$ cat src/rtl/ssc_pkg.sv
// Shared types, constants and helpers for the shell sort block.
// No dependencies; every other file of the block but ssc_ram uses this package.
package ssc_pkg;

  localparam int WORD_W = 16;

  typedef logic [WORD_W-1:0] word_t;

  localparam word_t COUNT_MAX = '1;

  // Saturating increment for the operation counters.
  function automatic word_t sat_inc(input word_t c);
    word_t r;
    r = (c == COUNT_MAX) ? COUNT_MAX : c + word_t'(1);
    return r;
  endfunction

endpackage

$ cat src/rtl/ssc_if.sv
// Valid/ready channel interfaces for the shell sort block.
// Depends on ssc_pkg for the payload word type.
interface ssc_in_if;
  logic          valid;
  logic          ready;
  ssc_pkg::word_t value;

  modport source(output valid, output value, input ready);
  modport sink(input valid, input value, output ready);
endinterface

interface ssc_out_if;
  logic          valid;
  logic          ready;
  ssc_pkg::word_t sorted_value;
  logic          last;
  ssc_pkg::word_t comparison_count;
  ssc_pkg::word_t move_count;

  modport source(output valid, output sorted_value, output last,
                 output comparison_count, output move_count, input ready);
  modport sink(input valid, input sorted_value, input last,
               input comparison_count, input move_count, output ready);
endinterface

$ cat src/rtl/ssc_ram.sv
// Generic single-write, single-read RAM with registered read data.
// No dependencies.
module ssc_ram #(
  parameter int WIDTH = 16,
  parameter int DEPTH = 32
) (
  input  logic                     clk,
  input  logic                     we,
  input  logic [$clog2(DEPTH)-1:0] waddr,
  input  logic [WIDTH-1:0]         wdata,
  input  logic [$clog2(DEPTH)-1:0] raddr,
  output logic [WIDTH-1:0]         rdata
);

  logic [WIDTH-1:0] mem [DEPTH];

  always_ff @(posedge clk) begin
    if (we) begin
      mem[waddr] <= wdata;
    end
    rdata <= mem[raddr];
  end

endmodule

$ cat src/rtl/ssc_front.sv
// Front end: accepts input beats and tags each with its batch index and last flag.
// Depends on ssc_pkg and ssc_in_if.
module ssc_front #(
  parameter int NUM_ELEMENTS = 32,
  parameter int VALUE_WIDTH  = 16,
  parameter int AW           = 5
) (
  input  logic                     clk,
  input  logic                     rst_n,
  ssc_in_if.sink                   in_ch,
  input  logic                     q_full,
  output logic                     q_push,
  output logic [VALUE_WIDTH+AW:0]  q_data
);
  import ssc_pkg::*;

  localparam logic [AW-1:0] LAST_IDX = AW'(NUM_ELEMENTS - 1);

  logic [AW-1:0]          cnt_r, cnt_nxt;
  logic                   is_last;
  logic [VALUE_WIDTH-1:0] value_k;

  assign in_ch.ready = !q_full;
  assign q_push      = in_ch.valid && !q_full;
  assign is_last     = (cnt_r == LAST_IDX);
  assign value_k     = VALUE_WIDTH'(in_ch.value);
  assign q_data      = {is_last, cnt_r, value_k};

  always_comb begin
    cnt_nxt = cnt_r;
    if (q_push) begin
      cnt_nxt = is_last ? '0 : cnt_r + AW'(1);
    end
  end

  always_ff @(posedge clk) begin
    if (!rst_n) begin
      cnt_r <= '0;
    end else begin
      cnt_r <= cnt_nxt;
    end
  end

endmodule

$ cat src/rtl/ssc_queue.sv
// Short FIFO between the front end and the sort engine.
// Depends on ssc_pkg only by house convention; holds opaque tagged beats.
module ssc_queue #(
  parameter int WIDTH = 22
) (
  input  logic             clk,
  input  logic             rst_n,
  input  logic             push,
  input  logic [WIDTH-1:0] wdata,
  input  logic             pop,
  output logic [WIDTH-1:0] rdata,
  output logic             full,
  output logic             empty
);
  import ssc_pkg::*;

  localparam int DEPTH = 4;
  localparam int PW    = $clog2(DEPTH);

  logic [WIDTH-1:0] slot_r [DEPTH];
  logic [PW-1:0]    wr_ptr_r, rd_ptr_r;
  logic [PW:0]      count_r, count_nxt;

  assign full  = (count_r == (PW+1)'(DEPTH));
  assign empty = (count_r == '0);
  assign rdata = slot_r[rd_ptr_r];

  always_comb begin
    count_nxt = count_r;
    if (push && !pop) begin
      count_nxt = count_r + (PW+1)'(1);
    end else if (pop && !push) begin
      count_nxt = count_r - (PW+1)'(1);
    end
  end

  always_ff @(posedge clk) begin
    if (push) begin
      slot_r[wr_ptr_r] <= wdata;
    end
  end

  always_ff @(posedge clk) begin
    if (!rst_n) begin
      wr_ptr_r <= '0;
      rd_ptr_r <= '0;
      count_r  <= '0;
    end else begin
      if (push) begin
        wr_ptr_r <= wr_ptr_r + PW'(1);
      end
      if (pop) begin
        rd_ptr_r <= rd_ptr_r + PW'(1);
      end
      count_r <= count_nxt;
    end
  end

`ifndef ASSERT_OFF
  a_no_overflow: assert property (@(posedge clk) disable iff (!rst_n)
    full |-> !push) else $error("push into full queue");
  a_no_underflow: assert property (@(posedge clk) disable iff (!rst_n)
    empty |-> !pop) else $error("pop from empty queue");
  a_count_bound: assert property (@(posedge clk) disable iff (!rst_n)
    count_r <= (PW+1)'(DEPTH)) else $error("queue count out of range");
  a_ptr_track: assert property (@(posedge clk) disable iff (!rst_n)
    (PW'(count_r) == PW'(wr_ptr_r - rd_ptr_r))) else $error("queue pointers disagree");
`endif

endmodule

$ cat src/rtl/ssc_back.sv
// Sort engine: loads tagged beats into the store, runs the gapped insertion
// passes, then streams the sorted run. Depends on ssc_pkg, ssc_out_if, ssc_ram.
module ssc_back #(
  parameter int NUM_ELEMENTS = 32,
  parameter int VALUE_WIDTH  = 16,
  parameter int AW           = 5
) (
  input  logic                    clk,
  input  logic                    rst_n,
  input  logic                    gap_mode,
  input  logic                    q_empty,
  input  logic [VALUE_WIDTH+AW:0] q_data,
  output logic                    q_pop,
  ssc_out_if.source               out_ch
);
  import ssc_pkg::*;

  localparam int CW = $clog2(NUM_ELEMENTS + 1);
  localparam logic [CW-1:0] N_C     = CW'(NUM_ELEMENTS);
  localparam logic [CW-1:0] LAST_C  = CW'(NUM_ELEMENTS - 1);
  localparam int G2 = (NUM_ELEMENTS / 2 < 1) ? 1 : NUM_ELEMENTS / 2;
  localparam int G3 = (NUM_ELEMENTS / 3 < 1) ? 1 : NUM_ELEMENTS / 3;
  localparam logic [CW-1:0] GAP2_C  = CW'(G2);
  localparam logic [CW-1:0] GAP3_C  = CW'(G3);

  typedef enum logic [8:0] {
    ST_LOAD      = 9'b000000001,
    ST_START     = 9'b000000010,
    ST_READ_I    = 9'b000000100,
    ST_HELD      = 9'b000001000,
    ST_CMP       = 9'b000010000,
    ST_PUT       = 9'b000100000,
    ST_EMIT_RD   = 9'b001000000,
    ST_EMIT_CAP  = 9'b010000000,
    ST_EMIT_WAIT = 9'b100000000
  } state_t;

  state_t state_r, state_nxt;
  logic [CW-1:0]          i_r, i_nxt, k_r, k_nxt, gap_r, gap_nxt, j_r, j_nxt;
  logic [VALUE_WIDTH-1:0] held_r, held_nxt, val_r, val_nxt;
  logic                   last_r, last_nxt, out_valid_r, out_valid_nxt;
  word_t                  cmp_r, cmp_nxt, mov_r, mov_nxt;

  logic                   ram_we;
  logic [AW-1:0]          ram_waddr, ram_raddr;
  logic [VALUE_WIDTH-1:0] ram_wdata, ram_rdata;

  logic                   q_last;
  logic [AW-1:0]          q_idx;
  logic [VALUE_WIDTH-1:0] q_value;

  logic [CW-1:0] gap_div, gap_next, k_sh;
  logic [CW+3:0] gap_x11;

  assign {q_last, q_idx, q_value} = q_data;

  // gap / 3 as (gap * 11) >> 5, exact for gap below 32
  assign gap_x11  = (CW+4)'(gap_r) * (CW+4)'(11);
  assign gap_div  = gap_mode ? CW'(gap_x11 >> 5) : (gap_r >> 1);
  // a gap that would fall from above one straight to zero becomes one
  assign gap_next = (gap_div == '0 && gap_r > CW'(1)) ? CW'(1) : gap_div;
  assign k_sh     = k_r - gap_r;

  always_comb begin
    state_nxt     = state_r;
    i_nxt         = i_r;
    k_nxt         = k_r;
    gap_nxt       = gap_r;
    j_nxt         = j_r;
    held_nxt      = held_r;
    val_nxt       = val_r;
    last_nxt      = last_r;
    out_valid_nxt = out_valid_r;
    cmp_nxt       = cmp_r;
    mov_nxt       = mov_r;
    q_pop         = 1'b0;
    ram_we        = 1'b0;
    ram_waddr     = AW'(k_r);
    ram_wdata     = held_r;
    ram_raddr     = AW'(i_r);

    unique case (state_r)
      ST_LOAD: begin
        if (!q_empty) begin
          q_pop     = 1'b1;
          ram_we    = 1'b1;
          ram_waddr = q_idx;
          ram_wdata = q_value;
          // first beat of a batch clears the counters
          if (q_idx == '0) begin
            cmp_nxt = '0;
            mov_nxt = '0;
          end
          if (q_last) begin
            state_nxt = ST_START;
          end
        end
      end
      ST_START: begin
        gap_nxt   = gap_mode ? GAP3_C : GAP2_C;
        i_nxt     = gap_mode ? GAP3_C : GAP2_C;
        state_nxt = ST_READ_I;
      end
      ST_READ_I: begin
        if (i_r == N_C) begin
          // end of pass: advance the gap, or finish
          gap_nxt = gap_next;
          i_nxt   = gap_next;
          if (gap_next == '0) begin
            j_nxt     = '0;
            state_nxt = ST_EMIT_RD;
          end
        end else begin
          ram_raddr = AW'(i_r);
          state_nxt = ST_HELD;
        end
      end
      ST_HELD: begin
        held_nxt  = ram_rdata;
        k_nxt     = i_r;
        mov_nxt   = sat_inc(mov_r);
        ram_raddr = AW'(i_r - gap_r);
        state_nxt = ST_CMP;
      end
      ST_CMP: begin
        if (ram_rdata > held_r) begin
          ram_we    = 1'b1;
          ram_waddr = AW'(k_r);
          ram_wdata = ram_rdata;
          cmp_nxt   = sat_inc(cmp_r);
          mov_nxt   = sat_inc(mov_r);
          k_nxt     = k_sh;
          ram_raddr = AW'(k_sh - gap_r);
          state_nxt = (k_sh >= gap_r) ? ST_CMP : ST_PUT;
        end else begin
          ram_we    = 1'b1;
          ram_waddr = AW'(k_r);
          ram_wdata = held_r;
          mov_nxt   = sat_inc(mov_r);
          i_nxt     = i_r + CW'(1);
          state_nxt = ST_READ_I;
        end
      end
      ST_PUT: begin
        ram_we    = 1'b1;
        ram_waddr = AW'(k_r);
        ram_wdata = held_r;
        mov_nxt   = sat_inc(mov_r);
        i_nxt     = i_r + CW'(1);
        state_nxt = ST_READ_I;
      end
      ST_EMIT_RD: begin
        ram_raddr = AW'(j_r);
        state_nxt = ST_EMIT_CAP;
      end
      ST_EMIT_CAP: begin
        val_nxt       = ram_rdata;
        last_nxt      = (j_r == LAST_C);
        out_valid_nxt = 1'b1;
        j_nxt         = j_r + CW'(1);
        state_nxt     = ST_EMIT_WAIT;
      end
      ST_EMIT_WAIT: begin
        if (out_ch.ready) begin
          out_valid_nxt = 1'b0;
          if (last_r) begin
            state_nxt = ST_LOAD;
          end else begin
            ram_raddr = AW'(j_r);
            state_nxt = ST_EMIT_CAP;
          end
        end
      end
      default: begin
        state_nxt = ST_LOAD;
      end
    endcase
  end

  ssc_ram #(
    .WIDTH(VALUE_WIDTH),
    .DEPTH(NUM_ELEMENTS)
  ) u_store (
    .clk  (clk),
    .we   (ram_we),
    .waddr(ram_waddr),
    .wdata(ram_wdata),
    .raddr(ram_raddr),
    .rdata(ram_rdata)
  );

  always_ff @(posedge clk) begin
    held_r <= held_nxt;
    val_r  <= val_nxt;
    last_r <= last_nxt;
    k_r    <= k_nxt;
  end

  always_ff @(posedge clk) begin
    if (!rst_n) begin
      state_r     <= ST_LOAD;
      i_r         <= '0;
      gap_r       <= '0;
      j_r         <= '0;
      out_valid_r <= 1'b0;
      cmp_r       <= '0;
      mov_r       <= '0;
    end else begin
      state_r     <= state_nxt;
      i_r         <= i_nxt;
      gap_r       <= gap_nxt;
      j_r         <= j_nxt;
      out_valid_r <= out_valid_nxt;
      cmp_r       <= cmp_nxt;
      mov_r       <= mov_nxt;
    end
  end

  assign out_ch.valid            = out_valid_r;
  assign out_ch.sorted_value     = WORD_W'(val_r);
  assign out_ch.last             = last_r;
  assign out_ch.comparison_count = cmp_r;
  assign out_ch.move_count       = mov_r;

`ifndef ASSERT_OFF
  a_valid_in_emit: assert property (@(posedge clk) disable iff (!rst_n)
    out_valid_r |-> (state_r == ST_EMIT_WAIT)) else $error("result shown outside emit");
  a_gap_nonzero: assert property (@(posedge clk) disable iff (!rst_n)
    (state_r == ST_HELD || state_r == ST_CMP || state_r == ST_PUT)
      |-> (gap_r != '0)) else $error("zero gap during a pass");
  a_cmp_in_range: assert property (@(posedge clk) disable iff (!rst_n)
    (state_r == ST_CMP) |-> (k_r >= gap_r && k_r < N_C)) else $error("shift index out of range");
  a_no_pop_busy: assert property (@(posedge clk) disable iff (!rst_n)
    q_pop |-> (state_r == ST_LOAD)) else $error("queue popped while sorting");
  a_counters_hold: assert property (@(posedge clk) disable iff (!rst_n)
    (state_r == ST_EMIT_WAIT && state_nxt == ST_EMIT_CAP) |=> $stable(cmp_r) && $stable(mov_r))
    else $error("counters moved during emit");
`endif

endmodule

$ cat src/rtl/shell_sort_with_counts.sv
// Shell sort with operation counters. Loads NUM_ELEMENTS values through a 4-entry queue
// at one per cycle while the queue holds a beat, then sorts in place: each visited element
// is read, held and compared, with one more compare per shift, plus a pass turnover, a
// start and a fetch of the first result; results then leave as out_ch.ready allows.
// Reset (rst_n, synchronous, active low) clears control, counters and gap_mode;
// store contents stay undefined until loaded, so no clearing pass runs.
module shell_sort_with_counts #(
  parameter int NUM_ELEMENTS = 32,
  parameter int VALUE_WIDTH  = 16
) (
  input  logic      clk,
  input  logic      rst_n,
  ssc_in_if.sink    in_ch,
  ssc_out_if.source out_ch,
  input  logic      cfg_we,
  input  logic      cfg_wdata
);
  import ssc_pkg::*;

  localparam int AW = $clog2(NUM_ELEMENTS);
  localparam int QW = VALUE_WIDTH + AW + 1;

  logic          gap_mode_r;
  logic          q_push, q_pop, q_full, q_empty;
  logic [QW-1:0] q_wdata, q_rdata;

  always_ff @(posedge clk) begin
    if (!rst_n) begin
      gap_mode_r <= 1'b0;
    end else if (cfg_we) begin
      gap_mode_r <= cfg_wdata;
    end
  end

  ssc_front #(
    .NUM_ELEMENTS(NUM_ELEMENTS),
    .VALUE_WIDTH (VALUE_WIDTH),
    .AW          (AW)
  ) u_front (
    .clk   (clk),
    .rst_n (rst_n),
    .in_ch (in_ch),
    .q_full(q_full),
    .q_push(q_push),
    .q_data(q_wdata)
  );

  ssc_queue #(
    .WIDTH(QW)
  ) u_queue (
    .clk  (clk),
    .rst_n(rst_n),
    .push (q_push),
    .wdata(q_wdata),
    .pop  (q_pop),
    .rdata(q_rdata),
    .full (q_full),
    .empty(q_empty)
  );

  ssc_back #(
    .NUM_ELEMENTS(NUM_ELEMENTS),
    .VALUE_WIDTH (VALUE_WIDTH),
    .AW          (AW)
  ) u_back (
    .clk     (clk),
    .rst_n   (rst_n),
    .gap_mode(gap_mode_r),
    .q_empty (q_empty),
    .q_data  (q_rdata),
    .q_pop   (q_pop),
    .out_ch  (out_ch)
  );

endmodule

$ cat src/flat_wrapper.sv
// flat-port wrapper written by rule: the top's interface ports become plain ports
module shell_sort_with_counts_flat import ssc_pkg::*;
#(
  parameter int NUM_ELEMENTS = 32,
  parameter int VALUE_WIDTH  = 16
)
  (clk, rst_n, cfg_we, cfg_wdata, in_ch_valid, in_ch_value, in_ch_ready, out_ch_valid, out_ch_sorted_value, out_ch_last, out_ch_comparison_count, out_ch_move_count, out_ch_ready);
  ssc_in_if in_ch_i ();
  ssc_out_if out_ch_i ();
  input  logic clk;
  input  logic rst_n;
  input  logic cfg_we;
  input  logic cfg_wdata;
  input wire logic [$bits(in_ch_i.valid)-1:0] in_ch_valid;
  input wire logic [$bits(in_ch_i.value)-1:0] in_ch_value;
  output wire logic [$bits(in_ch_i.ready)-1:0] in_ch_ready;
  output wire logic [$bits(out_ch_i.valid)-1:0] out_ch_valid;
  output wire logic [$bits(out_ch_i.sorted_value)-1:0] out_ch_sorted_value;
  output wire logic [$bits(out_ch_i.last)-1:0] out_ch_last;
  output wire logic [$bits(out_ch_i.comparison_count)-1:0] out_ch_comparison_count;
  output wire logic [$bits(out_ch_i.move_count)-1:0] out_ch_move_count;
  input wire logic [$bits(out_ch_i.ready)-1:0] out_ch_ready;
  assign in_ch_i.valid = in_ch_valid;
  assign in_ch_i.value = in_ch_value;
  assign in_ch_ready = in_ch_i.ready;
  assign out_ch_valid = out_ch_i.valid;
  assign out_ch_sorted_value = out_ch_i.sorted_value;
  assign out_ch_last = out_ch_i.last;
  assign out_ch_comparison_count = out_ch_i.comparison_count;
  assign out_ch_move_count = out_ch_i.move_count;
  assign out_ch_i.ready = out_ch_ready;
  shell_sort_with_counts #(.NUM_ELEMENTS(NUM_ELEMENTS), .VALUE_WIDTH(VALUE_WIDTH)) u_core (.clk(clk), .rst_n(rst_n), .in_ch(in_ch_i), .out_ch(out_ch_i), .cfg_we(cfg_we), .cfg_wdata(cfg_wdata));
endmodule
$ cat config.mk
export PLATFORM = sky130hd
export DESIGN_NAME = shell_sort_with_counts_flat
export DESIGN_NICKNAME = d
export VERILOG_FILES = /design/src/rtl/ssc_pkg.sv /design/src/rtl/ssc_if.sv /design/src/rtl/ssc_ram.sv /design/src/rtl/ssc_front.sv /design/src/rtl/ssc_queue.sv /design/src/rtl/ssc_back.sv /design/src/rtl/shell_sort_with_counts.sv /design/src/flat_wrapper.sv
export SDC_FILE = /design/constraint.sdc
export NUM_CORES = 1
export LEC_CHECK = 0
export BUFFER_PORTS_ARGS = -buffer_cell sky130_fd_sc_hd__clkbuf_2
export CORE_MARGIN = 2
export CORE_UTILIZATION = 55
export CTS_CLUSTER_DIAMETER = 50
export DETAILED_ROUTE_END_ITERATION = 8
export HOLD_SLACK_MARGIN = 0.03
export PLACE_DENSITY_LB_ADDON = 0.1
export REMOVE_ABC_BUFFERS = 1
export SETUP_SLACK_MARGIN = 0.5
export SLEW_MARGIN = 30
export SYNTH_ARGS = -nofsm -noshare
export SYNTH_HDL_FRONTEND = slang
export SYNTH_SLANG_ARGS = --single-unit
export TNS_END_PERCENT = 1
$ cat constraint.sdc
create_clock -name clk -period 4.7 [get_ports clk]
set_clock_uncertainty 0.15 [all_clocks]
set_input_delay 0.47 -clock clk [delete_from_list [all_inputs] [get_ports clk]]
set_output_delay 0.47 -clock clk [all_outputs]
set_load 0.1 [all_outputs]
==> metrics.yaml, run 1 <==
worst_setup_path:
  critPathArrivalTime_ns: 4.65
  critPathCaptureType: "flip-flop"
  worst-endpoint-required_ns: 5.08
  cp_max_fo: 16
  startpoint_type: "flip-flop"
  crit_buf_inv: 4
  path_delay_family: "compound AO/OA/AOI/OAI gates"
  max_stage_delay_ns: 0.53
  r2r_end: "u_core.u_back.u_store.rdata[5]"
  r2r_start: "u_core.u_back.k_r[0]"
  crit_chain: "inv_2 > ha_1 > inv_1 > fa_2 > ha_1 > nor2b_2 > o21a_1 > o31ai_2 > nor4_2 > buf_4 > a211o_4 > and4_1 > buf_12 > a32oi_2 > o2111ai_4 > nor4_2"
  regToRegSetupSlack_ns: 0.43
  cpMaxStageDelayCell: "fa_2"
  reg2regPathDepth: 16
  path_class: "reg2reg"
routing:
  routed_wl_mm: 80.42
  postRouteAntennaNets: 0
  wl_per_cell_um: 25.10
  via_per_inst: 6.078
  first_pass_iters: 6
  drtIter0Drc: 2030
  drc: 0
  vias: 19473
pwr:
  leakagePower_nw: 12.85
  power_mw: 18.94
  ir_worst_vdd_mv: 0.6519
  power_density_nw_per_um2: 527.5
run:
  cap_violations: 0
clock_tree:
  clkTransAtPathRegs_ns: 0.06
  numCtsBuffers: 80
  cts_root_buffer: "clkbuf_16"
  cts_tree: "done"
  cts_sinks: 729
  clk_path_buf_depth: 3
  cts.htree.levels: 3
  clkLatencyLatePin_ns: 0.63
layout:
  drive_gt1_frac: 0.1777
  fill_cells: 4002
  fin_nets: 2511
  layout.cells.non_filler: 3204
  syn_to_final_growth_pct: 18.16
logic_synthesis:
  async_flop_share: 0
  synthCells: 2234
  synth_top_area_frac: 0.6313
  ys_ff_latch: 729
  synth_top_cell_by_area: "edfxtp_1"
  postSynthAreaPerCell_um2: 13.61
  syn_area_um2: 30400
  yosysWarnings: 0
  synth_edf_count: 639
  synth_ff_type: "edfxtp_1"
  synth_area_leaders: "edfxtp_1 63%, dfxtp_1 5.9%, nand2_1 3.9%, mux2i_1 2.8%, ha_1 2.2%"
  post_synth_num_cell_types: 81
  ys_seq_area_frac: 0.6905
timing:
  tightest_slew_ns: 0.8911
  fmax_ghz: 0.2342
  final_max_slew_viol_count: 0
  period_share: 0.9086
  hold_viol: 0
  grt_setup_unrepaired: "true"
  setup_viol: 0
  period_needed_ns: 4.270
  max-slew-margin-rel: 0.4022
floorplanning:
  die-area_um2: 57160
  die_w_um: 239.1
  ios: 73
  start_util: 0.5539
  core_region_area_um2: 54880
  row_count: 86
  fp.dieH_um: 239.1
global_route:
  grt_max_degree: 66
  grt_pass1_vias: 19075
  grt_pass1_wl_mm: 119.4
  grt.total_usage: 0.2841
  grt_overflow: 0
  antenna_found_initial: 2
place:
  hpwlAfterDp_mm: 50.65
  numPortBuffers: 72
  dp.cells: 3024
  routabilityCongestion: 0.8995
min_path:
  min_path_cells: 3
  whs_endpoint: "u_core.u_back.state_r[8]"
  hold_path_class: "in2reg"
  min_from: "out_ch_ready"
run_status:
  outcome: "completed"
==> worst register-to-register path: cells and delay by family (launching register included) <==
kind,cells,cell delay (ns)
buffers and inverters,4,0.51
AOI/OAI and AO/OA,5,1.33
DFF,1,0.42
adders and majority gates,3,0.93
and+or+nand+nor,4,0.85
==> layout make-up <==
type / instances / area (um^2) / share of cell area
clock inverters: 50 / 620.6 / 0.01728
multi-input cells: 1332 / 9248 / 0.2575
inverters: 61 / 229.0 / 0.006375
repair buffers: 228 / 1863 / 0.05187
diodes: 2 / 5.005 / 0.0001393
flip-flops and latches: 729 / 20990 / 0.5844
clock buffers: 98 / 2079 / 0.05790
well taps: 704 / 880.8 / 0.02453
==> flip-flops by register name, indices dropped and copies added (netlist names), named ones only <==
signal                                 count
u_core.u_back.out_ch.comparison_count     16
u_core.u_queue.count_r                     3
u_core.u_back.held_r                      16
u_core.u_front.cnt_r                       5
u_core.u_queue.rd_ptr_r                    2
u_core.u_queue.wr_ptr_r                    2
u_core.u_back.out_ch.last                  1
u_core.u_back.out_ch.valid                 1
u_core.u_back.u_store.rdata               16
u_core.u_back.j_r                          6
u_core.u_back.u_store.mem                512
u_core.u_back.state_r                      9
u_core.u_back.gap_r                        5
u_core.u_queue.slot_r                     88
u_core.u_back.out_ch.move_count           16
u_core.u_back.out_ch.sorted_value         16
u_core.u_back.i_r                          6
u_core.gap_mode_r                          1
u_core.u_back.k_r                          6
==> Yosys cell counts, types with 9 or more instances <==
library cell,n
a211oi_1,35
nand2b_1,16
dfxtp_1,90
nor3_1,18
nor4_2,12
xor2_1,11
o21ai_0,65
inv_1,59
nor2b_1,31
a32oi_1,47
or3_1,13
xnor2_1,11
nand3_1,98
a22o_1,16
nand2_1,317
a21boi_0,12
a21oi_1,79
clkbuf_1,69
nand4_1,28
nor4_1,12
edfxtp_1,639
o221a_2,9
and2_1,14
mux4_2,22
and3_1,57
buf_2,29
o2111ai_1,16
ha_1,53
a222oi_1,16
nor2_1,136
mux2i_1,86
==> worst max-delay path by stage <==
stage,to,slack [ns],startpoint,cells past startpoint
detailed placement,u_core.u_back.u_store.rdata[13],0.02,u_core.u_back.held_r[13],16
finish,u_core.u_back.u_store.rdata[5],0.43,u_core.u_back.k_r[0],16
floorplan,u_core.u_back.u_store.rdata[10],-2.85,u_core.u_back.state_r[0],9
global route,u_core.u_back.u_store.rdata[8],0.26,u_core.u_back.k_r[0],19
CTS,u_core.u_back.u_store.rdata[10],0.45,u_core.u_back.k_r[0],17
global placement,u_core.u_back.u_store.rdata[13],0.10,u_core.u_back.u_store.rdata[14],15
==> cell usage in the layout, fill, tap and decap left out, drive strengths merged, types with 13 or more instances in the layout <==
cell         count
edfxtp         639
o2111ai         16
or3             13
a222oi          16
dfxtp           90
nand2          317
mux4            22
ha              53
clkbuf         170
a211oi          35
nor3            20
nor4            26
nand3           98
a32oi           47
nor2b           31
nor2           136
inv             67
a21oi           80
and3            57
buf            138
nand4           29
clkinv          26
a22o            16
dlygate4sd3     18
nand2b          16
o21ai           67
and2            15
mux2i           86
==> stage by stage <==
step / instance area [um^2] / util / hold slack [ns] / TNS [ns] / setup slack, ns
4_1_cts: 35720 / 0.6508 / 0.1424 / 0 / 0.4486
5_1_grt: 35910 / 0.6544 / 0.1677 / 0 / 0.2584
6_report: 35920 / 0.6545 / 0.1669 / 0 / 0.4297
3_5_place_dp: 32350 / 0.5894 / 0.3490 / 0 / 0.02202
2_1_floorplan: 29890 / - / 0.2964 / -133.02 / -2.846
3_3_place_gp: 32310 / 0.5888 / 0.3275 / 0 / 0.1019
==> routing by layer <==
| metal | track usage | part of all wire |
|---|---|---|
| met1 | 0.4043 | 0.43 |
| met2 | 0.4499 | 0.47 |
| met3 | 0.05000 | 0.073 |
| met4 | 0.08807 | 0.028 |
| met5 | 0 | 0 |
==> logic make-up (layout without fill, tap and decap cells) <==
| family | count (synthesis) | after routing | synth area share |
|---|---|---|---|
| other cells | 0 | 2 | 0 |
| compound gates | 357 | 357 | 0.08401 |
| fa+ha+maj | 57 | 57 | 0.02445 |
| simple gates | 787 | 787 | 0.1256 |
| mux | 109 | 109 | 0.04499 |
| xor+xnor | 22 | 22 | 0.006339 |
| buf+inv | 173 | 437 | 0.02404 |
| flops | 729 | 729 | 0.6905 |
==> timing repair <==
item	4_1_cts	5_1_grt
buffers inserted	5	5
endpoints found under the hold margin	65	0
cloned	1	1
pin swaps	19	11
setup endpoints to repair	16	267
hold buffers	18	0
resized for setup	62	25
==> power by group <==
part,switching (mW),total [mW],internal [mW]
Clock,2.57,6.37,3.80
Sequential,0.234,8.73,8.50
Combinational,2.75,3.85,1.10
(Power assumes the default switching activity.)
==> run 2: changes to the inputs <==
--- a/config.mk
+++ b/config.mk
@@ -10,10 +10,12 @@
 export CORE_UTILIZATION = 55
 export CTS_CLUSTER_DIAMETER = 50
 export DETAILED_ROUTE_END_ITERATION = 8
+export GPL_TIMING_DRIVEN = 0
 export HOLD_SLACK_MARGIN = 0.03
-export PLACE_DENSITY_LB_ADDON = 0.1
+export PLACE_DENSITY = 0.81
 export REMOVE_ABC_BUFFERS = 1
 export SETUP_SLACK_MARGIN = 0.5
+export SKIP_CTS_REPAIR_TIMING = 1
 export SLEW_MARGIN = 30
 export SYNTH_ARGS = -nofsm -noshare
 export SYNTH_HDL_FRONTEND = slang
==> metrics.yaml, run 2 (synthesized netlist as in run 1, its figures left out) <==
run_status:
  outcome: "finished with violations"
  violations: "DRC, hold timing, setup timing"
layout:
  final_cell_mix: "639 x edfxtp_1, 316 x nand2_1, 101 x nor2_1"
  fin_nets: 2500
  final_common_cell: "edfxtp_1"
  top_register: "u_core.u_back.u_store.mem"
  design_area_um2: 36080
  layout.cells.non_filler: 3180
  drive_gt1_frac: 0.2076
  top_regs: "u_core.u_back.u_store.mem: 512 flops, u_core.u_queue.slot_r: 88 flops"
  diodes: 0
  largest_register_ffs: 512
  syn_to_final_growth_pct: 18.69
  fill_cells: 3499
timing:
  period_needed_ns: 4.927
  setup_viol: 1
  hold_viol: 1
  finalWorstSetupSlack_ns: -0.2272
  fmax_ghz: 0.2030
  fin_setup_tns_ns: -0.2272
  holdWs_ns: -0.002370
  tightest_slew_ns: 1.026
  grt_setup_unrepaired: "true"
  max-slew-margin-rel: 0.3137
  period_share: 1.048
  final_max_slew_viol_count: 0
routing:
  first_pass_iters: 9
  drc: 2
  via_per_inst: 6.650
  postRouteAntennaNets: 0
  vias: 21147
  drtIter0Drc: 3083
  wl_per_cell_um: 27.04
  routed_wl_mm: 85.98
floorplanning:
  fp.dieH_um: 239.1
  die-area_um2: 57160
  start_util: 0.5539
  die_w_um: 239.1
  row_count: 86
  ios: 73
  core_region_area_um2: 54880
global_route:
  grt_pass1_vias: 19229
  antenna_found_initial: 1
  grt_overflow: 0
  grt_max_degree: 62
  grt_pass1_wl_mm: 112.1
  grt.total_usage: 0.2615
pwr:
  p_switching_mw: 5.595
  clkPwrFrac: 0.302
  p_sw_frac: 0.3057
  leakagePower_nw: 12.68
  power.internal_mw: 12.71
  p_comb_frac: 0.215
  p_seq_frac: 0.482
  power_density_nw_per_um2: 507.3
  ir_worst_vdd_mv: 0.4565
  power_mw: 18.30
worst_setup_path:
  path_class: "reg2reg"
  max_stage_delay_ns: 0.69
  cp-startpoint: "u_core.u_back.gap_r[1]"
  cp_max_fo: 8
  regToRegSetupSlack_ns: -0.23
  startpoint_type: "flip-flop"
  crit_chain: "clkinvlp_4 > ha_1 > a21o_1 > a21oi_2 > xnor2_2 > ha_1 > o21a_1 > o31a_1 > or3_1 > nand4_1 > o21ai_4 > a2111oi_4 > buf_6 > and3_4 > a32oi_1 > o2111ai_2 > nor4_2"
  cpMaxStageDelayCell: "a32oi_1"
  critPathCaptureType: "flip-flop"
  critPathArrivalTime_ns: 5.31
  r2r_start: "u_core.u_back.gap_r[1]"
  crit_buf_inv: 2
  worst-endpoint-required_ns: 5.09
  critPathMostFrequentCell: "ha_1"
  path_delay_family: "compound AO/OA/AOI/OAI gates"
min_path:
  hold_path_class: "in2reg"
  min_from: "cfg_we"
clock_tree:
  cts.htree.levels: 3
  clkLatencyLatePin_ns: 0.63
  clkTransAtPathRegs_ns: 0.06
  cts_sinks: 729
  cts_root_buffer: "clkbuf_16"
  numCtsBuffers: 71
  clk_path_buf_depth: 3
  cts_tree: "done"
place:
  place_area_um2: 31930
  routabilityCongestion: 0.8558
  dp.cells: 2936
  hpwlAfterDp_mm: 46.08
  numPortBuffers: 72
run:
  cap_violations: 0
-- run 2: cell count changes in the layout (fill, tap and decap cells not counted), moves of 15 or more --
cell / delta
nor2_4: +19
inv_1: -18
nor2_2: +15
inv_2: +15
nor2_1: -34
buf_6: +25
buf_4: -38
-- run 2: per-layer routing --
metal	track usage	vias up	wire, um
met3	0.06028	350	10700
met4	0.1184	0	4584
met5	0	-	0
met1	0.3372	10307	30160
met2	0.4245	1592	40530
li1	-	8898	-
-- run 2: path summary, 6_finish.rpt --
kind / endpoint / cells after the start
setup / recovery: u_core.u_back.u_store.rdata[8] / 17
hold / removal: u_core.gap_mode_r / 3
setup reg to reg: u_core.u_back.u_store.rdata[8] / 17
hold reg to reg: u_core.u_back.out_ch.comparison_count[1] / 2
-- run 2: worst reg2reg max path: cells and delay by family (launching register included) --
family	cells	cell delay (ns)
compound gates	8	2.32
simple gates	4	0.87
fa+ha+maj	2	0.66
flops	1	0.41
buf+inv	2	0.35
xor+xnor	1	0.12
-- run 2: area by class of cell --
type	count	area (um^2)	share of cell area
clock inverter	28	271.5	0.007526
sequential	729	21000	0.5821
tap	704	880.8	0.02441
inverter	61	244.0	0.006763
clock buffer	100	1947	0.05396
multi-input combinational	1343	9826	0.2723
timing repair inverter	1	7.507	0.0002081
timing repair buffer	214	1899	0.05264
-- run 2: through the flow --
stage               hold WS [ns]  worst slack [ns]  utilization
finish                 -0.002370           -0.2272       0.6574
global route             0.02432           -0.3060       0.6574
CTS                     -0.08807            -1.179       0.6222
detailed placement        0.3425            -1.152       0.5818
global placement          0.3306            -7.558       0.5674
floorplan                 0.2964            -2.846            -
-- run 2: power by group through the flow --
stage | clock network [mW] | registers (mW) | logic (mW)
detailed placement | 0 | 8.94 | 3.25
global route | 5.78 | 8.85 | 4.10
global placement | 0 | 8.95 | 2.96
floorplan | 0 | 8.81 | 1.88
CTS | 5.52 | 8.81 | 3.28
finish | 5.54 | 8.82 | 3.94
